[config.mk]
export PLATFORM = sky130hd
export DESIGN_NAME = fdl_interp
export DESIGN_NICKNAME = d
export VERILOG_FILES = /design/src/design/fdl_pkg.sv /design/src/design/fdl_interp.sv
export SDC_FILE = /design/constraint.sdc
export NUM_CORES = 1
export LEC_CHECK = 0
export BUFFER_PORTS_ARGS = -buffer_cell sky130_fd_sc_hd__buf_2
export CAP_MARGIN = 10
export CORE_MARGIN = 3
export CORE_UTILIZATION = 50
export CTS_BUF_LIST = sky130_fd_sc_hd__clkbuf_4 sky130_fd_sc_hd__clkbuf_8 sky130_fd_sc_hd__clkbuf_16
export DETAILED_ROUTE_END_ITERATION = 6
export PLACE_DENSITY = 0.69
export REMOVE_ABC_BUFFERS = 1
export SYNTH_ARGS = -nofsm -noshare
export SYNTH_HDL_FRONTEND = slang
export SYNTH_SLANG_ARGS = --single-unit
[constraint.sdc]
create_clock -name clk -period 6.7 [get_ports clk]
set_input_delay 1.005 -clock clk [delete_from_list [all_inputs] [get_ports clk]]
set_output_delay 1.005 -clock clk [all_outputs]
set_load 0.01 [all_outputs]
[src/design/fdl_pkg.sv]
`default_nettype none

package fdl_pkg;

	localparam int SAMPLE_W      = 16;
	localparam int FRAC_W        = 8;
	localparam int MAX_DELAY_DEF = 4095;

	typedef logic signed [SAMPLE_W-1:0] sample_t;

	// per-item control that travels alongside the two memory reads
	typedef struct packed {
		logic [FRAC_W-1:0] frac;
		logic              fwd_a;
		logic              fwd_b;
		logic              clr_a;
		logic              clr_b;
		sample_t           wdata;
	} rd_ctl_t;

endpackage

`default_nettype wire

[src/design/fdl_interp.sv]
`default_nettype none

module fdl_interp (
	input  wire logic              clk,
	input  wire logic              arst_n,
	input  wire logic              adv,
	input  wire logic              xfer,
	input  wire fdl_pkg::rd_ctl_t  ctl_s1,
	input  wire fdl_pkg::sample_t  rdata_a,
	input  wire fdl_pkg::sample_t  rdata_b,
	output logic                   out_valid,
	output fdl_pkg::sample_t       out_sample
);

	localparam int DIFF_W = fdl_pkg::SAMPLE_W + 1;
	localparam int PROD_W = DIFF_W + fdl_pkg::FRAC_W + 1;
	localparam int ACC_W  = PROD_W + 1;

	logic                     v_s1;
	logic                     v_s2;
	logic                     out_valid_q;
	fdl_pkg::sample_t         a;
	fdl_pkg::sample_t         b;
	logic signed [DIFF_W-1:0] diff;
	logic signed [PROD_W-1:0] prod;
	fdl_pkg::sample_t         a_s2;
	logic signed [PROD_W-1:0] prod_s2;
	logic signed [ACC_W-1:0]  acc;
	logic signed [ACC_W-1:0]  rnd;
	fdl_pkg::sample_t         res;
	fdl_pkg::sample_t         out_sample_q;

	// same-cycle write wins over the stale memory word
	always_comb begin
		priority if (ctl_s1.fwd_a) a = ctl_s1.wdata;
		else if (ctl_s1.clr_a)     a = '0;
		else                       a = rdata_a;
		priority if (ctl_s1.fwd_b) b = ctl_s1.wdata;
		else if (ctl_s1.clr_b)     b = '0;
		else                       b = rdata_b;
	end

	assign diff = DIFF_W'(b) - DIFF_W'(a);
	assign prod = PROD_W'(diff * $signed({1'b0, ctl_s1.frac}));

	// round half up, then clamp to full scale
	assign acc = (ACC_W'(a_s2) <<< fdl_pkg::FRAC_W) + ACC_W'(prod_s2)
		+ ACC_W'(128);
	assign rnd = acc >>> fdl_pkg::FRAC_W;

	always_comb begin
		priority if (rnd > ACC_W'(32767))   res = 16'sh7fff;
		else if (rnd < -ACC_W'(32768))      res = 16'sh8000;
		else                                res = rnd[fdl_pkg::SAMPLE_W-1:0];
	end

	always_ff @(posedge clk or negedge arst_n) begin
		if (!arst_n) begin
			v_s1        <= 1'b0;
			v_s2        <= 1'b0;
			out_valid_q <= 1'b0;
		end else if (adv) begin
			v_s1        <= xfer;
			v_s2        <= v_s1;
			out_valid_q <= v_s2;
		end
	end

	always_ff @(posedge clk) begin
		if (adv) begin
			a_s2         <= a;
			prod_s2      <= prod;
			out_sample_q <= res;
		end
	end

	assign out_valid  = out_valid_q;
	assign out_sample = out_sample_q;

endmodule

`default_nettype wire

==> results.yml, run 1 <==
sta:
  fmax_mhz: 138
  worst_pin_slew_ps: 822
  rsz0062_at_grt: "true"
  final_hold_viol_count: 0
  fin_crit_sh_pct: 108
  max-slew-margin-rel_pct: 45.0
  skew_ps: 6.34
  setup_viol: 11
  period_minus_slack_ps: 7220
  fin_ws_ps: -522
  whs_ps: 492
  slew_viol_final: 0
yosys:
  synth_fa_ha_area_share_pct: 37.1
  syn_area_sq_mm: 0.00866
  synth_area_leaders: "fa_1, edfxtp_1, ha_1"
  yosysWarningCount: 0
  post_synth.cell_area_avg_sq_um: 9.27
  synthMuxAreaShare_pct: 1.37
  synth-simple-area-share_pct: 15.9
  synth_compound_area_share_pct: 13.9
  synthXorXnorAreaFrac_pct: 4.81
  ys_ff_latch: 54
  ys.flop_type: "edfxtp_1"
  synth_top_family_by_area: "adder cells"
  synthArstFlopShare_pct: 5.56
  yosys.area.top_type: "fa_1"
  synth_edf_count: 51
  synth_most_common_cell: "inv_1"
  synth_cell_type_count: 63
  yosys-top-cells-count: "inv_1, fa_1, nand2_1, ha_1, and2_1"
  yosysTopAreaCellShare_pct: 25.0
  syn_inst: 934
  ys_seq_area_share_pct: 18.5
route:
  wire_per_inst_um: 15.8
  drtIter0Drc: 284
  routed-via-count: 7334
  via_per_inst: 5.33
  drc: 0
  drtAntennaViolNets: 0
  drt-total-wl_mm: 21.7
  first_pass_iters: 4
cts:
  clock_latency_ps: 300
  cts_tree: "done"
  clk_path_buf_depth: 2
  cts_htree_levels: 2
  clk_pin_slew_ps: 70
  cts-root-buf: "clkbuf_16"
  postCtsHoldBufs: 0
  cts_sinks: 54
  cts_made_buffers: 5
cells_and_area:
  synthToLayoutAreaGrowth_pct: 30.0
  final_nets: 1411
  diodes: 0
  drive_gt1_share_pct: 33.7
setup_path:
  reg2reg_depth: 9
  cp_num_buf_inv: 6
  cp-start-kind: "input pin"
  criticalPathCategory: "input pin to flip-flop"
  critPathArrivalTime_ps: 7270
  critPathMostFrequentCell: "fa_2"
  critical_path_cell_count: 31
  cp-end-kind: "flip-flop"
  cp_slowest_cell: "fa_2"
  max_stage_delay_ps: 570
  worst-path-max-fanout: 5
  worstPathRequired_ps: 6750
  reg2reg_slack_ps: 3260
  crit_family: "adder cells"
floorplan:
  num_io_pins: 81
  dieHeight_um: 138
  rows: 47
  initial_core_util_pct: 51.7
  die_area_sq_mm: 0.0189
  die_w_um: 138
  core_sq_mm: 0.0168
grt:
  grt_pass1_vias: 7317
  grt_overflow: 0
  antenna_found_initial: 0
  grt_pass1_wl_mm: 34.3
  grtUsageTotal_pct: 22.7
  grt_start_max_net_pins: 55
run_status:
  status: "finished with violations"
  failed_checks: "setup timing"
placement:
  place_congestion: 0.920
  hpwl_mm: 17.1
  portBuffers: 80
worst_hold_path:
  hold_path.class: "input pin to async pin"
job:
  drv_cap: 0
==> cell usage in the layout, fill, tap and decap left out, drive strengths merged, types with 6 or more instances in the layout <==
cell,n
o21bai,6
xor2,10
nand2b,11
nand2,95
mux2,7
o21ai,28
nand4,8
nand3,13
a22o,15
a21oi,43
inv,163
and2,62
nor3,15
nor2b,11
nor2,43
a21o,14
buf,240
a22oi,15
edfxtp,51
ha,84
o31ai,8
o21a,9
xnor2,35
fa,108
==> metal layers <==
| metal | routed length (um) | vias up | GRT usage (%) |
|---|---|---|---|
| met5 | 0 | - | 0 |
| met4 | 537 | 0 | 6.54 |
| met1 | 9510 | 3585 | 30.5 |
| met3 | 973 | 29 | 1.64 |
| li1 | - | 3535 | - |
| met2 | 10700 | 185 | 39.3 |
==> registers in the layout, indices dropped and copies added, names as in the netlist <==
register,cells
a_s2,16
out_sample,16
out_valid,1
prod_s2,19
v_s1,1
v_s2,1
==> logic make-up (layout without fill, tap and decap cells) <==
| logic type | count (synthesis) | after routing |
|---|---|---|
| buf+inv | 187 | 409 |
| mux | 11 | 11 |
| flops | 54 | 54 |
| compound gates | 169 | 169 |
| simple gates | 276 | 276 |
| xor+xnor | 45 | 45 |
| fa+ha+maj | 192 | 192 |
==> repair_timing <==
action | 4_1_cts | 5_1_grt
setup buffers | 8 | 12
resized for setup | 92 | 74
pin swaps | 66 | 53
endpoints found under the setup margin | 17 | 16
==> area by class of cell <==
class	instances	area, sq um
Tap cell	220	275
Sequential cell	54	1610
Clock inverter	3	23.8
Clock buffer	5	125
Fill cell	1319	5500
Inverter	161	604
Multi-Input combinational cell	693	6950
Timing Repair Buffer	240	1680
==> through the flow <==
step	setup slack, ps	instances	instance area (sq um)	utilization, %	setup TNS (ps)
after global placement	-1240	1350	10300	61.4	-13000
after global routing	-740	1376	11300	67.2	-5680
final	-522	1376	11300	67.2	-3420
after CTS	-358	1366	10900	64.9	-2360
after floorplan	-1130	908	8540	-	-11540
after detailed placement	-1440	1350	10300	61.4	-15520
==> worst paths after layout <==
kind | from | endpoint
setup reg to reg | a_s2[0] | out_sample[10]
hold reg to reg | out_valid | out_valid
setup / recovery | ctl_s1[19] | prod_s2[25]
max in group asynchronous | arst_n | v_s2
min in group clk | out_valid | out_valid
hold / removal | arst_n | out_valid
Power of run 1 is left out: the tool's default activity adds up to more than one toggle a clock period on the data nets, which glitch-free logic cannot reach.
==> run 2, diff against run 1 <==
Settings changed: CAP_MARGIN 10 to 20, REMOVE_ABC_BUFFERS 1 to unset, TNS_END_PERCENT set to 50.
==> results.yml, run 2 (synthesized netlist as in run 1, its figures left out) <==
cells_and_area:
  instances_no_fill: 1371
  layout_commonest_cell: "inv_1"
  final_cell_mix: "inv_1, buf_4, fa_1"
  top_register: "prod_s2"
  synthToLayoutAreaGrowth_pct: 29.9
  drive_gt1_share_pct: 32.1
  stdcell_area_sq_mm: 0.0112
  diodes: 0
  final_nets: 1406
  largest_reg_flops: 19
route:
  drtIter0Drc: 340
  drc: 0
  drtAntennaViolNets: 0
  drt-total-wl_mm: 21.5
  first_pass_iters: 4
  wire_per_inst_um: 15.7
  routed-via-count: 7277
  via_per_inst: 5.31
placement:
  hpwl_mm: 17.2
  place_area_sq_mm: 0.0104
  place_congestion: 0.940
  dp_slack_ps: -1160
  dp_cells: 1334
  portBuffers: 80
setup_path:
  worst-path-max-fanout: 5
  critPathArrivalTime_ps: 7330
  max_stage_delay_ps: 520
  worstPathRequired_ps: 6850
  cp_slowest_cell: "fa_1"
  r2r_start: "a_s2[0]"
  critPathMostFrequentCell: "fa_1"
  r2r_end: "out_sample[10]"
  cp-start-kind: "input pin"
  criticalPathCategory: "input pin to flip-flop"
  reg2reg_depth: 9
  reg2reg_slack_ps: 3270
  cp-end-kind: "flip-flop"
sta:
  fmax_mhz: 139
  skew_ps: 13.4
  fin_crit_sh_pct: 107
  final_hold_viol_count: 0
  rsz0062_at_grt: "true"
  fin_ws_ps: -485
  setup_viol: 13
  fin_tns_setup_ps: -4030
  max-slew-margin-rel_pct: 45.5
  period_minus_slack_ps: 7190
  worst_pin_slew_ps: 814
  slew_viol_final: 0
floorplan:
  core_sq_mm: 0.0168
  rows: 47
  die_w_um: 138
  initial_core_util_pct: 51.7
  num_io_pins: 81
  dieHeight_um: 138
  die_area_sq_mm: 0.0189
cts:
  cts-root-buf: "clkbuf_16"
  postCtsHoldBufs: 0
  cts_tree: "done"
  clock_latency_ps: 300
  clk_path_buf_depth: 2
  cts_htree_levels: 2
  cts_sinks: 54
  clk_pin_slew_ps: 80
  cts_made_buffers: 5
grt:
  grt_pass1_wl_mm: 35.1
  grt_pass1_vias: 7373
  grt_overflow: 0
  grt_start_max_net_pins: 55
  antenna_found_initial: 0
  grtUsageTotal_pct: 23.4
run_status:
  failed_checks: "setup timing"
  status: "finished with violations"
worst_hold_path:
  hold_path.class: "input pin to async pin"
yosys:
  syn-num-nets: 1190
job:
  drv_cap: 0
[run 2: worst max-delay path by stage]
stage                from     endpoint  depth (start not counted)
6_report       ctl_s1[19]  prod_s2[25]                         31
5_1_grt        ctl_s1[19]  prod_s2[25]                         31
4_1_cts        ctl_s1[17]  prod_s2[25]                         30
3_5_place_dp   ctl_s1[19]  prod_s2[25]                         29
3_3_place_gp   ctl_s1[18]  prod_s2[25]                         28
2_1_floorplan  ctl_s1[19]  prod_s2[25]                         31
[run 2: metrics by stage]
stage          utilization, %  hold WS, ps
3_3_place_gp             61.9          483
4_1_cts                  66.1          487
5_1_grt                  67.1          492
3_5_place_dp             61.9          492
6_report                 67.1          494
2_1_floorplan               -          475
[run 2: cell type report]
class                      count  area (sq um)
multi-input combinational    693          6930
clock inverter                 3          47.5
sequential                    54          1610
tap                          220           275
timing repair buffer         235          1660
clock buffer                   5           125
inverter                     161           604
fill                        1322          5510
[run 2: routing by layer]
metal | up-vias | wire [um] | global-route usage (%)
li1 | 3534 | - | -
met1 | 3509 | 9100 | 30.6
met5 | - | 0 | 0
met3 | 27 | 1030 | 2.01
met2 | 207 | 10900 | 41.6
met4 | 0 | 426 | 6.43
[run 2: critical path, delay by kind of cell]
kind | cells | cell delay (ps)
adder cells (fa/ha/maj) | 7 | 2700
AO/OA/AOI/OAI | 11 | 2020
AND/OR/NAND/NOR | 6 | 950
buffers and inverters | 6 | 430
XOR/XNOR | 1 | 200
[run 2: what timing repair did]
action | in CTS | in global routing
gates resized for setup | 89 | 18
setup endpoints to repair | 14 | 18
buffers inserted | 17 | 12
hold endpoints to repair | 0 | 0
pin swaps | 69 | 20
Power of run 2 is left out for the same reason.
==> run 3, diff against run 2 <==
Settings changed: CELL_PAD_IN_SITES_DETAIL_PLACEMENT set to 1, CELL_PAD_IN_SITES_GLOBAL_PLACEMENT set to 1, PLACE_DENSITY 0.69 to unset, PLACE_DENSITY_LB_ADDON set to 0.1.
==> results.yml, run 3 (synthesized netlist as in run 1, its figures left out) <==
setup_path:
  cp_slowest_cell: "fa_2"
  max_stage_delay_ps: 580
  reg2reg_depth: 9
  criticalPathCategory: "input pin to flip-flop"
  cp-end-kind: "flip-flop"
  reg2reg_slack_ps: 3020
  worstPathRequired_ps: 6850
  worst-path-max-fanout: 12
  cp-start-kind: "input pin"
  critPathArrivalTime_ps: 7850
  critPathMostFrequentCell: "buf_4"
  r2r_end: "out_sample[14]"
  r2r_start: "a_s2[3]"
placement:
  portBuffers: 80
  place_congestion: 0.881
  dp_cells: 1339
  hpwl_mm: 22.3
route:
  drtAntennaViolNets: 0
  drt-total-wl_mm: 36.9
  wire_per_inst_um: 26.8
  drtIter0Drc: 740
  routed-via-count: 8524
  drc: 0
  first_pass_iters: 4
  via_per_inst: 6.19
sta:
  worst_pin_slew_ps: 906
  rsz0062_at_grt: "true"
  setup_viol: 17
  whs_ps: 495
  slew_viol_final: 0
  skew_ps: 13.1
  fin_crit_sh_pct: 115
  final_hold_viol_count: 0
  max-slew-margin-rel_pct: 39.4
  period_minus_slack_ps: 7710
  fmax_mhz: 130
  fin_ws_ps: -1010
floorplan:
  core_sq_mm: 0.0168
  die_area_sq_mm: 0.0189
  initial_core_util_pct: 51.7
  dieHeight_um: 138
  die_w_um: 138
  num_io_pins: 81
  rows: 47
cts:
  cts-root-buf: "clkbuf_16"
  cts_made_buffers: 5
  clk_pin_slew_ps: 80
  postCtsHoldBufs: 0
  cts_tree: "done"
  clock_latency_ps: 310
  clk_path_buf_depth: 2
  cts_htree_levels: 2
  cts_sinks: 54
cells_and_area:
  layout_commonest_cell: "inv_1"
  fill_cells: 1864
  synthToLayoutAreaGrowth_pct: 31.9
  largest_reg_flops: 19
  top_register: "prod_s2"
  instances_no_fill: 1378
  final_cell_mix: "inv_1, buf_4, fa_1"
  drive_gt1_share_pct: 33.8
  diodes: 0
  final_nets: 1413
grt:
  antenna_found_initial: 0
  grt_pass1_vias: 8943
  grt_overflow: 0
  grt_start_max_net_pins: 55
  grtUsageTotal_pct: 32.4
  grt_pass1_wl_mm: 47.1
worst_hold_path:
  hold_path.class: "input pin to async pin"
run_status:
  failed_checks: "setup timing"
  status: "finished with violations"
job:
  drv_cap: 0
yosys:
  syn-num-nets: 1190
-- run 3: cell types whose count changed in the layout (fill, tap and decap cells not counted), moves of 3 or more --
cell,delta
xor2_2,+3
o21ai_4,+3
xor2_1,-3
ha_4,+3
buf_4,+5
ha_1,-3
o21ai_2,-3
-- run 3: per-layer routing --
layer	track usage [%]	wire length (um)	vias up
met3	3.40	2540	184
met2	60.5	18600	531
met4	11.9	2450	0
li1	-	-	3544
met1	38.2	13300	4265
met5	0	0	-
-- run 3: worst max-delay path by stage --
stage                   to  cells past startpoint       start  slack, ps
5_1_grt        prod_s2[24]                     32  ctl_s1[19]      -1110
2_1_floorplan  prod_s2[25]                     31  ctl_s1[19]       -570
3_3_place_gp   prod_s2[25]                     26  ctl_s1[19]      -1020
6_report       prod_s2[25]                     34  ctl_s1[16]      -1010
4_1_cts        prod_s2[25]                     30  ctl_s1[17]       -440
3_5_place_dp   prod_s2[25]                     26  ctl_s1[19]      -1330
-- run 3: critical path, delay by kind of cell --
family          cells  cell delay, ps
buf+inv            12            1640
xor+xnor            1             160
compound gates      7            1060
simple gates        8            1230
fa+ha+maj           6            2740
-- run 3: layout make-up --
class / count / area (sq um) / share of cell area (%)
clock inverters: 3 / 40.0 / 0.350
flip-flops and latches: 54 / 1610 / 14.1
inverters: 161 / 604 / 5.29
well taps: 220 / 275 / 2.41
repair buffers: 242 / 1710 / 15.0
clock buffers: 5 / 125 / 1.09
multi-input cells: 693 / 7060 / 61.8
-- run 3: timing repair --
action | 4_1_cts | 5_1_grt
pin swaps | 60 | 44
gates resized for setup | 55 | 73
buffers inserted | 18 | 15
endpoints found under the setup margin | 17 | 19
-- run 3: per-stage QoR --
step	TNS (ps)	setup WS [ps]	area [sq um]	utilization (%)
after global placement	-10540	-1020	10400	62.1
after floorplan	-4130	-574	8890	-
after CTS	-4310	-445	11000	65.5
final	-10740	-1010	11400	68.2
after global routing	-13000	-1110	11400	68.2
after detailed placement	-15940	-1330	10400	62.1
Power of run 3 is left out for the same reason.
