### src/design/fdl_pkg.sv
`default_nettype none

package fdl_pkg;

	localparam int SAMPLE_W      = 16;
	localparam int FRAC_W        = 8;
	localparam int MAX_DELAY_DEF = 4095;

	typedef logic signed [SAMPLE_W-1:0] sample_t;

	// per-item control that travels alongside the two memory reads
	typedef struct packed {
		logic [FRAC_W-1:0] frac;
		logic              fwd_a;
		logic              fwd_b;
		logic              clr_a;
		logic              clr_b;
		sample_t           wdata;
	} rd_ctl_t;

endpackage

`default_nettype wire

### src/design/fdl_addr.sv
`default_nettype none

module fdl_addr #(
	parameter int MAX_DELAY = fdl_pkg::MAX_DELAY_DEF,
	parameter int AW        = $clog2(MAX_DELAY + 1),
	parameter int DW        = AW + fdl_pkg::FRAC_W
) (
	input  wire logic              clk,
	input  wire logic              arst_n,
	input  wire logic              xfer,
	input  wire fdl_pkg::sample_t  sample_in,
	input  wire logic [DW-1:0]     delay,
	output logic      [AW-1:0]     wr_addr,
	output logic      [AW-1:0]     rd_addr_a,
	output logic      [AW-1:0]     rd_addr_b,
	output fdl_pkg::rd_ctl_t       ctl_s1
);

	localparam int            PW     = DW + 1;
	localparam logic [PW-1:0] LEN_Q8 = PW'(MAX_DELAY + 1) << fdl_pkg::FRAC_W;
	localparam logic [AW-1:0] LAST   = AW'(MAX_DELAY);

	logic [AW-1:0]     wp_q;
	logic              full_q;
	logic [PW-1:0]     wp_q8;
	logic [PW-1:0]     pos_raw;
	logic [PW-1:0]     pos_wrap;
	logic [PW-1:0]     pos;
	logic [AW-1:0]     ipart;
	logic [AW-1:0]     inext;
	fdl_pkg::rd_ctl_t  ctl;

	assign wp_q8    = {1'b0, wp_q, {fdl_pkg::FRAC_W{1'b0}}};
	// both candidates in parallel, the sign of the plain difference picks
	assign pos_raw  = wp_q8 - {1'b0, delay};
	assign pos_wrap = wp_q8 + LEN_Q8 - {1'b0, delay};
	assign pos      = pos_raw[PW-1] ? pos_wrap : pos_raw;
	assign ipart    = pos[DW-1:fdl_pkg::FRAC_W];
	assign inext    = (ipart == LAST) ? '0 : ipart + 1'b1;

	assign wr_addr   = wp_q;
	assign rd_addr_a = ipart;
	assign rd_addr_b = inext;

	// entries above the write pointer are unwritten until the first wrap
	always_comb begin
		ctl.frac  = pos[fdl_pkg::FRAC_W-1:0];
		ctl.fwd_a = (ipart == wp_q);
		ctl.fwd_b = (inext == wp_q);
		ctl.clr_a = !full_q && (ipart > wp_q);
		ctl.clr_b = !full_q && (inext > wp_q);
		ctl.wdata = sample_in;
	end

	always_ff @(posedge clk or negedge arst_n) begin
		if (!arst_n) begin
			wp_q   <= '0;
			full_q <= 1'b0;
		end else if (xfer) begin
			if (wp_q == LAST) begin
				wp_q   <= '0;
				full_q <= 1'b1;
			end else begin
				wp_q <= wp_q + 1'b1;
			end
		end
	end

	always_ff @(posedge clk) begin
		if (xfer) begin
			ctl_s1 <= ctl;
		end
	end

endmodule

`default_nettype wire

### config.mk
export PLATFORM = sky130hd
export DESIGN_NAME = fdl_addr
export DESIGN_NICKNAME = d
export VERILOG_FILES = /design/src/design/fdl_pkg.sv /design/src/design/fdl_addr.sv
export SDC_FILE = /design/constraint.sdc
export NUM_CORES = 1
export LEC_CHECK = 0
export BUFFER_PORTS_ARGS = -buffer_cell sky130_fd_sc_hd__buf_2
export CAP_MARGIN = 40
export CORE_ASPECT_RATIO = 1.4
export CORE_MARGIN = 2
export CORE_UTILIZATION = 47
export CTS_CLUSTER_SIZE = 14
export DETAILED_ROUTE_END_ITERATION = 8
export GPL_ROUTABILITY_DRIVEN = 0
export PLACE_DENSITY_LB_ADDON = 0.1
export SLEW_MARGIN = 20
export SYNTH_ARGS = -nofsm -noshare
export SYNTH_HDL_FRONTEND = slang
export SYNTH_SLANG_ARGS = --single-unit
### constraint.sdc
create_clock -name clk -period 4 [get_ports clk]
set_input_delay 0.4 -clock clk [delete_from_list [all_inputs] [get_ports clk]]
set_output_delay 0.4 -clock clk [all_outputs]
set_load 0.01 [all_outputs]
==> flow_summary.json, run 1 <==
{
  "place_inst": 551,
  "ant_nets": 0,
  "root_buffer": "clkbuf_8",
  "finalHoldViolations": 0,
  "endpoint_kind": "flip-flop",
  "clock_latency_ps": 310,
  "grt_overflow": 0,
  "dp_hpwl_um": 7200,
  "fp-row-count": 35,
  "grt_pass1_vias": 2835,
  "crit_slowest_cell": "dfrtp_1",
  "clk_pin_slew_worst_paths_ps": 100,
  "vias": 3007,
  "synthFlopType": "edfxtp_1",
  "final_max_slew_viol_count": 0,
  "crit_arrival_ps": 3860,
  "cp.required_ps": 4050,
  "antenna_found_initial": 0,
  "syn2layout_area_growth_pct": 35.8,
  "status": "complete, no violations",
  "fmax_mhz": 262,
  "drt_iter0_markers": 64,
  "syn_inst": 319,
  "cts_sinks": 41,
  "syn_nets": 397,
  "antenna_cells": 0,
  "async_reset_ff_share_pct": 31.7,
  "place_ws_ps": -91.2,
  "finalWirelength_um": 8770,
  "drv_cap": 0,
  "die_w_um": 74.2,
  "relSlewSlack_pct": 53.4,
  "die_area_um2": 7590,
  "power-per-cell-area_nw_per_um2": 666,
  "whs_ps": 261,
  "io_pins": 103,
  "viasPerCell": 5.34,
  "syn_avg_cell_area_um2": 10.2,
  "crit_type": "flip-flop to flip-flop",
  "nets": 548,
  "cts_buffer_depth": 2,
  "path_cells": "ha_4 > and4_1 > and4bb_4 > o31ai_2 > a211oi_1 > a211oi_2 > nor4_4 > nor2_2 > ha_1 > a21o_1 > a21o_1 > a21o_1 > a21o_1 > a21o_1 > a31oi_1 > nor3_1",
  "synth_edf_count": 28,
  "fin_crit_sh_pct": 95.3,
  "start_kind": "flip-flop",
  "synthesis.area_um2": 3240,
  "skew_ps": 24.0,
  "min_period_ps": 3810,
  "synth-seq-area-share_pct": 36.0,
  "core-area_um2": 6610,
  "yosys_warnings": 0,
  "tightest_slew_ps": 699,
  "setup_viol": 0,
  "detail_route.wl_per_cell_um": 15.6,
  "remaining_drc_errors": 0,
  "dr.pass1.iters": 4,
  "die_y_um": 102,
  "tritoncts": "built",
  "io_buffer_count": 102,
  "tns_ps": 0,
  "grt_max_degree": 36,
  "peakVddDrop_v": 0.000355,
  "critPathMaxStageDelay_ps": 450,
  "initial_core_util_pct": 49.0,
  "layout-drive-gt1-share_pct": 41.8,
  "htreeDepth": 2,
  "crit_family": "compound AO/OA/AOI/OAI gates",
  "cp_common_cell": "a21o_1",
  "cts_buffers": 5,
  "path_max_fanout": 5,
  "nFillCells": 559,
  "synth-seq-cells": 41,
  "finalNonFillerCells": 563,
  "grt_pass1_wl_um": 13700,
  "rsz0062_at_grt": "no",
  "grtUsageTotal_pct": 24.0,
  "synth.distinct_cells": 57,
  "cp_num_buf_inv": 0,
  "hold_path_class": "input port to flip-flop",
  "p_leak_nw": 2.09,
  "setup_ws_ps": 187
}
==> cells in the mapped netlist (all sizes together), types with 3 or more instances <==
cell type / number / share of area [%]
nor2: 20 / 2.3
a21o: 14 / 3.2
xor2: 10 / 3.9
nor4b: 3 / 1.7
o31ai: 3 / 0.69
inv: 31 / 3.6
or2: 8 / 1.5
or3: 4 / 0.77
and3: 7 / 1.5
and2: 6 / 1.2
nand2b: 7 / 1.4
edfxtp: 28 / 26
ha: 39 / 15
xnor2: 21 / 5.7
o21ai: 11 / 1.7
nor2b: 3 / 0.58
nand2: 16 / 1.9
nand3: 5 / 1.2
nor3: 10 / 1.5
a21oi: 14 / 2.3
a211oi: 3 / 0.85
dfrtp: 13 / 10
and4: 4 / 1.1
nand4: 11 / 2.5
==> power by group <==
group	switching (mW)	internal, mW
registers	0.0449	0.514
clock network	0.154	0.121
logic	1.12	0.977
total	1.32	1.61
==> state kept, by name, summed over array words and instances (netlist names) <==
register / count
ctl_s1: 28
wr_addr: 12
full_q: 1
==> cell families after synthesis <==
family	count (synthesis)	synth area share [%]
DFF	41	36.0
muxes	1	0.309
AOI/OAI and AO/OA	63	13.7
and+or+nand+nor	110	21.2
buffers and inverters	34	4.21
xor gates and xnor gates	31	9.53
adders and majority gates	39	15.1
==> routing by layer <==
layer	routed length (um)	track usage, %	vias to the layer above
met1	3520	28.3	1401
met4	401	12.0	0
met2	4450	42.3	110
li1	-	-	1469
met5	0	0	-
met3	405	2.76	27
==> worst paths after layout <==
kind | endpoint | start | slack [ps] | cells past startpoint
worst max-delay path | ctl_s1[16]$_DFFE_PP_ | wr_addr[3]$_DFFE_PN0P_ | 190 | 16
worst min-delay path | ctl_s1[14]$_DFFE_PP_ | sample_in[14] | 260 | 1
worst max register to register | ctl_s1[16]$_DFFE_PP_ | wr_addr[3]$_DFFE_PN0P_ | 190 | 16
worst min register to register | full_q$_DFFE_PN0P_ | full_q$_DFFE_PN0P_ | 520 | 1
max in group asynchronous | wr_addr[0]$_DFFE_PN0P_ | arst_n | 3190 | 2
min in group asynchronous | full_q$_DFFE_PN0P_ | arst_n | 510 | 2
==> layout make-up <==
| cell class | count | area, um^2 | area share, % |
|---|---|---|---|
| sequential | 41 | 1170 | 26.5 |
| inverter | 31 | 116 | 2.64 |
| timing repair buffer | 147 | 851 | 19.3 |
| tap | 92 | 115 | 2.61 |
| multi-input combinational | 244 | 2070 | 46.9 |
| clock buffer | 5 | 68.8 | 1.56 |
| clock inverter | 3 | 17.5 | 0.398 |
==> what timing repair did <==
action / CTS / global route
resized for setup: 3 / 18
hold endpoints to repair: 9 / 0
setup endpoints to repair: 1 / 3
pin swaps: 0 / 6
hold buffers: 1 / 0
buffers inserted: 0 / 3
==> worst reg2reg max path, cell delays in order (launching register included) <==
cell      delay (ps)
dfrtp_1          450
ha_4             350
and4_1           200
and4bb_4         290
o31ai_2          100
a211oi_1         320
a211oi_2         120
nor4_4           320
nor2_2            80
ha_1             310
a21o_1           180
a21o_1           140
a21o_1           140
a21o_1           150
a21o_1           160
a31oi_1          150
nor3_1            80
==> placed cells by master (no fill, tap or decap), types with 3 or more instances in the layout <==
cell type and count:
nor2b_1 3, nor2_1 19, a21o_1 14, or2_2 8
edfxtp_1 28, o21ai_1 4, nand2_1 16, xnor2_1 20
or3_1 4, xor2_1 8, and2_1 5, ha_1 34
o21ai_0 6, inv_1 30, buf_2 102, and3_1 5
ha_4 4, nor3_1 9, dfrtp_1 12, nand2b_1 7
a21oi_1 12, nand4_1 9, and4_1 4, nand3_1 3
o31ai_2 3, clkbuf_8 5, buf_4 44
==> metrics by stage <==
stage / instance area [um^2] / util, % / total power, mW
after floorplan: 3260 / - / 1.73
after global placement: 4170 / 63.1 / 2.51
after detailed placement: 4170 / 63.1 / 2.53
after CTS: 4280 / 64.7 / 2.82
after global routing: 4400 / 66.6 / 3.18
final: 4400 / 66.6 / 2.93
Power figures use the tool's default switching activity.
==> run 2: changes to the inputs <==
- CORE_UTILIZATION: 47 -> 48
- CTS_BUF_LIST: unset -> sky130_fd_sc_hd__clkbuf_8
- GPL_TIMING_DRIVEN: unset -> 0
==> run 2 against run 1 <==
  * Critical path depth is the same
  * Sequential share of layout area grew 0.32 points
  * Clock power grew 47%
  * Largest power group unchanged
==> flow_summary.json, run 2 (same netlist as run 1, synthesis figures left out) <==
{
  "status": "complete, no violations",
  "remaining_drc_errors": 0,
  "grtUsageTotal_pct": 22.5,
  "crit_slowest_cell": "dfrtp_2",
  "finalNonFillerCells": 528,
  "viasPerCell": 5.51,
  "endpoint_kind": "flip-flop",
  "relSlewSlack_pct": 53.6,
  "r2r_start": "wr_addr[0]$_DFFE_PN0P_",
  "place_inst": 495,
  "critPathMaxStageDelay_ps": 450,
  "vias": 2910,
  "crit_arrival_ps": 3950,
  "root_buffer": "clkbuf_8",
  "p_leak_nw": 2.07,
  "grt_overflow": 0,
  "clk_pin_slew_worst_paths_ps": 80,
  "final_max_slew_viol_count": 0,
  "mostFrequentLayoutCells": "102 x buf_2, 32 x ha_1, 30 x inv_1",
  "nets": 531,
  "power-per-cell-area_nw_per_um2": 701,
  "dp_hpwl_um": 6380,
  "start_kind": "flip-flop",
  "syn2layout_area_growth_pct": 34.8,
  "io_buffer_count": 102,
  "grt_pass1_wl_um": 13100,
  "fin_crit_sh_pct": 97.5,
  "finalWirelength_um": 8250,
  "dr.pass1.iters": 4,
  "fp-row-count": 35,
  "layout-drive-gt1-share_pct": 42.3,
  "fmax_mhz": 257,
  "io_pins": 103,
  "finalHoldViolations": 0,
  "detail_route.wl_per_cell_um": 15.6,
  "die_w_um": 73.5,
  "crit_start": "wr_addr[0]$_DFFE_PN0P_",
  "clock_latency_ps": 300,
  "core-area_um2": 6570,
  "cp_common_cell": "a21o_1",
  "skew_ps": 17.5,
  "die_y_um": 101,
  "largest_reg_flops": 28,
  "cp_num_buf_inv": 1,
  "rsz0062_at_grt": "yes",
  "path_max_fanout": 5,
  "crit_type": "flip-flop to flip-flop",
  "top_register": "ctl_s1",
  "hold_path_class": "input port to flip-flop",
  "setup_viol": 0,
  "tritoncts": "built",
  "htreeDepth": 2,
  "final_common_cell": "buf_2",
  "antenna_found_initial": 0,
  "min_period_ps": 3900,
  "nFillCells": 539,
  "initial_core_util_pct": 49.4,
  "grt_pass1_vias": 2793,
  "path_cells": "ha_4 > buf_4 > and2_4 > and3_1 > a221o_1 > xor2_4 > nand2_1 > nor3_2 > xor2_1 > ha_1 > a21o_1 > a21o_1 > a21o_1 > a21o_1 > a31oi_2 > nor3_2",
  "drv_cap": 0,
  "cts_sinks": 41,
  "ant_nets": 0,
  "die_area_um2": 7440,
  "cts_buffers": 5,
  "min-delay-start": "sample_in[8]",
  "whs_ps": 273,
  "cts_buffer_depth": 2,
  "drt_iter0_markers": 97,
  "crit_family": "compound AO/OA/AOI/OAI gates",
  "peakVddDrop_v": 0.000333,
  "grt_max_degree": 36,
  "tightest_slew_ps": 696,
  "antenna_cells": 0,
  "cp.required_ps": 4060
}
==> run 2: cell count changes in the layout (fill, tap and decap cells not counted), sizes merged <==
cell and change:
buf -17, bufinv +2, clkinv -2, clkinvlp -1, inv +1
==> run 2: final cells by class <==
class,instances,area (um^2),area share (%)
clock buffers,5,68.8,1.58
flip-flops and latches,41,1170,26.8
clock inverters,3,68.8,1.58
repair buffers,129,716,16.4
plain buffers,1,11.3,0.258
well taps,74,92.6,2.12
multi-input cells,244,2120,48.6
inverters,31,116,2.66
==> run 2: per-stage QoR <==
stage	total power, mW	worst slack (ps)	instance area (um^2)	utilization, %	TNS [ps]
3_3_place_gp	2.21	-559	3860	58.8	-564
3_5_place_dp	2.26	-628	3860	58.8	-661
4_1_cts	2.89	3.75	4220	64.2	0
6_report	3.06	102	4370	66.5	0
5_1_grt	3.30	-118	4370	66.5	-118
2_1_floorplan	1.73	-172	3260	-	-172
==> run 2: worst register-to-register path: cells and delay by family, from the launching register on <==
family / cells / cell delay [ps]
buffers and inverters: 1 / 140
and+or+nand+nor: 5 / 700
adders and majority gates: 2 / 560
AOI/OAI and AO/OA: 6 / 1190
DFF: 1 / 450
xor gates and xnor gates: 2 / 600
==> run 2: path summary, 6_finish.rpt <==
kind / to / slack [ps] / cells after the start
setup / recovery: ctl_s1[16]$_DFFE_PP_ / 100 / 16
hold / removal: ctl_s1[8]$_DFFE_PP_ / 270 / 1
setup reg to reg: ctl_s1[16]$_DFFE_PP_ / 100 / 16
hold reg to reg: full_q$_DFFE_PN0P_ / 550 / 1
max in group asynchronous: wr_addr[1]$_DFFE_PN0P_ / 3240 / 2
min in group asynchronous: wr_addr[3]$_DFFE_PN0P_ / 510 / 2
==> run 2: power breakdown <==
group | leakage [nW] | internal [mW] | switching [mW]
registers | 0.435 | 0.518 | 0.0649
clock network | 0.0687 | 0.251 | 0.153
logic | 1.56 | 0.973 | 1.10
==> run 2: repair_timing <==
item / in CTS / in global routing
pin swaps: 12 / 17
gates resized for setup: 21 / 15
setup endpoints to repair: 1 / 1
hold buffers: 1 / 0
buffers inserted: 17 / 9
endpoints found under the hold margin: 13 / 0
==> run 2: per-layer routing <==
metal	vias up	GRT usage [%]	wire length [um]
met5	-	0	0
met4	0	9.51	213
met2	102	38.1	4090
met1	1362	27.4	3430
met3	14	4.78	522
li1	1432	-	-
==> run 3: changes to the inputs <==
- CORE_UTILIZATION: 48 -> 42
- CTS_CLUSTER_DIAMETER: unset -> 80
==> run 3 against run 2 <==
  * Flip-flop and latch count stayed put
  * Die area is 14% higher
  * The flow now finishes with violations (negative setup slack)
  * Count of clock-buffer cells in the layout stayed put
==> flow_summary.json, run 3 (same netlist as run 1, synthesis figures left out) <==
{
  "cts_buffer_depth": 2,
  "status": "complete, but fails checks",
  "fin_util_pct": 58.3,
  "dr.pass1.iters": 4,
  "setup_viol": 1,
  "crit_arrival_ps": 4070,
  "drt_iter0_markers": 91,
  "drv_cap": 0,
  "final_common_cell": "buf_2",
  "place_ws_ps": -685,
  "cts_sinks": 41,
  "grt_pass1_wl_um": 13900,
  "grt.busiest_layer": "met2",
  "holdPathStages": 1,
  "die_w_um": 78.3,
  "gr-usage-met2_pct": 40.0,
  "critPathMaxStageDelay_ps": 460,
  "finalHoldViolations": 0,
  "relSlewSlack_pct": 55.0,
  "dp_hpwl_um": 6810,
  "clk_pin_slew_worst_paths_ps": 80,
  "start_kind": "flip-flop",
  "setup_ws_ps": -19.9,
  "grt_pass1_vias": 2907,
  "root_buffer": "clkbuf_8",
  "die_area_um2": 8450,
  "grt_overflow": 0,
  "tns_ps": -19.9,
  "fin_crit_sh_pct": 100,
  "initial_core_util_pct": 43.8,
  "top_register": "ctl_s1",
  "cp_common_cell": "a21o_1",
  "clock_latency_ps": 300,
  "r2r_start": "wr_addr[0]$_DFFE_PN0P_",
  "finalWirelength_um": 8700,
  "whs_ps": 283,
  "endpoint_kind": "flip-flop",
  "path_cells": "ha_4 > or2b_1 > o41ai_4 > xor2_2 > ha_2 > and2_4 > nand4_4 > nor4_4 > nor2_2 > ha_1 > a21o_1 > a21o_1 > a21o_1 > a21o_1 > a21o_1 > a31oi_1 > nor3_1",
  "crit_type": "flip-flop to flip-flop",
  "nFillCells": 690,
  "use_met3_pct": 2.92,
  "vias": 2892,
  "min-delay-start": "sample_in[0]",
  "crit_slowest_cell": "dfrtp_2",
  "design_area_um2": 4320,
  "place_area_um2": 3890,
  "grtUsageTotal_pct": 21.4,
  "grt_max_degree": 36,
  "core-area_um2": 7410,
  "ff2ff_path_depth": 17,
  "min_period_ps": 4020,
  "tritoncts": "built",
  "hold_path_class": "input port to flip-flop",
  "rsz0062_at_grt": "yes",
  "mostFrequentLayoutCells": "102 x buf_2, 31 x inv_1, 31 x ha_1",
  "antenna_found_initial": 0,
  "layout-drive-gt1-share_pct": 40.6,
  "final_max_slew_viol_count": 0,
  "nets": 523,
  "htreeDepth": 2,
  "fmax_mhz": 249,
  "path_max_fanout": 6,
  "io_pins": 103,
  "crit_start": "wr_addr[0]$_DFFE_PN0P_",
  "tightest_slew_ps": 675,
  "peakVddDrop_v": 0.000358,
  "violations": "negative setup slack",
  "die_y_um": 108,
  "power-per-cell-area_nw_per_um2": 663,
  "ant_nets": 0,
  "io_buffer_count": 102,
  "largest_reg_flops": 28,
  "syn2layout_area_growth_pct": 33.1,
  "viasPerCell": 5.33,
  "detail_route.wl_per_cell_um": 16.0,
  "cts_buffers": 5,
  "cp.required_ps": 4050,
  "skew_ps": 11.2,
  "remaining_drc_errors": 0,
  "use_met1_pct": 23.7,
  "fp-row-count": 37,
  "p_leak_nw": 2.00,
  "antenna_cells": 0
}
## run 3: routing by layer
| metal | part of all wire [%] | wire length (um) | up-vias |
|---|---|---|---|
| met4 | 3.3 | 286 | 0 |
| met1 | 39 | 3430 | 1353 |
| met5 | 0 | 0 | - |
| met3 | 5.5 | 475 | 17 |
| met2 | 52 | 4500 | 101 |
| li1 | - | - | 1421 |
## run 3: worst max-delay path, delay by kind of cell (launching register included)
kind	cells	cell delay, ps
xor+xnor	1	220
fa+ha+maj	3	880
simple gates	6	990
flops	1	460
compound gates	7	1220
## run 3: layout make-up
| cell class | instances | area [um^2] | share of cell area, % |
|---|---|---|---|
| Multi-Input combinational cell | 244 | 2140 | 49.7 |
| Sequential cell | 41 | 1170 | 27.1 |
| Timing Repair Buffer | 121 | 668 | 15.5 |
| Tap cell | 97 | 121 | 2.81 |
| Inverter | 31 | 116 | 2.70 |
| Clock buffer | 5 | 68.8 | 1.59 |
| Clock inverter | 3 | 13.8 | 0.319 |
| Buffer | 1 | 11.3 | 0.261 |
## run 3: repair_timing
item,4_1_cts,5_1_grt
pin swaps,5,2
gates resized for setup,28,7
buffers inserted,11,7
hold endpoints to repair,13,0
endpoints found under the setup margin,2,1
hold buffers,1,0
## run 3: per-stage QoR
| stage | total power, mW | instances |
|---|---|---|
| after detailed placement | 2.29 | 518 |
| after global routing | 3.11 | 543 |
| after global placement | 2.26 | 518 |
| final | 2.86 | 543 |
| after floorplan | 1.73 | 319 |
| after CTS | 2.79 | 537 |
## run 3: worst paths after layout
check / end / slack, ps
min reg2reg: full_q$_DFFE_PN0P_ / 510
min: ctl_s1[0]$_DFFE_PP_ / 280
max reg2reg: ctl_s1[16]$_DFFE_PP_ / -20
max: ctl_s1[16]$_DFFE_PP_ / -20
max in group asynchronous: wr_addr[0]$_DFFE_PN0P_ / 3220
min in group asynchronous: wr_addr[10]$_DFFE_PN0P_ / 520
## run 3: report_power, final
part | switching, mW | internal (mW)
combinational | 1.10 | 0.922
clock | 0.139 | 0.118
sequential | 0.0632 | 0.516
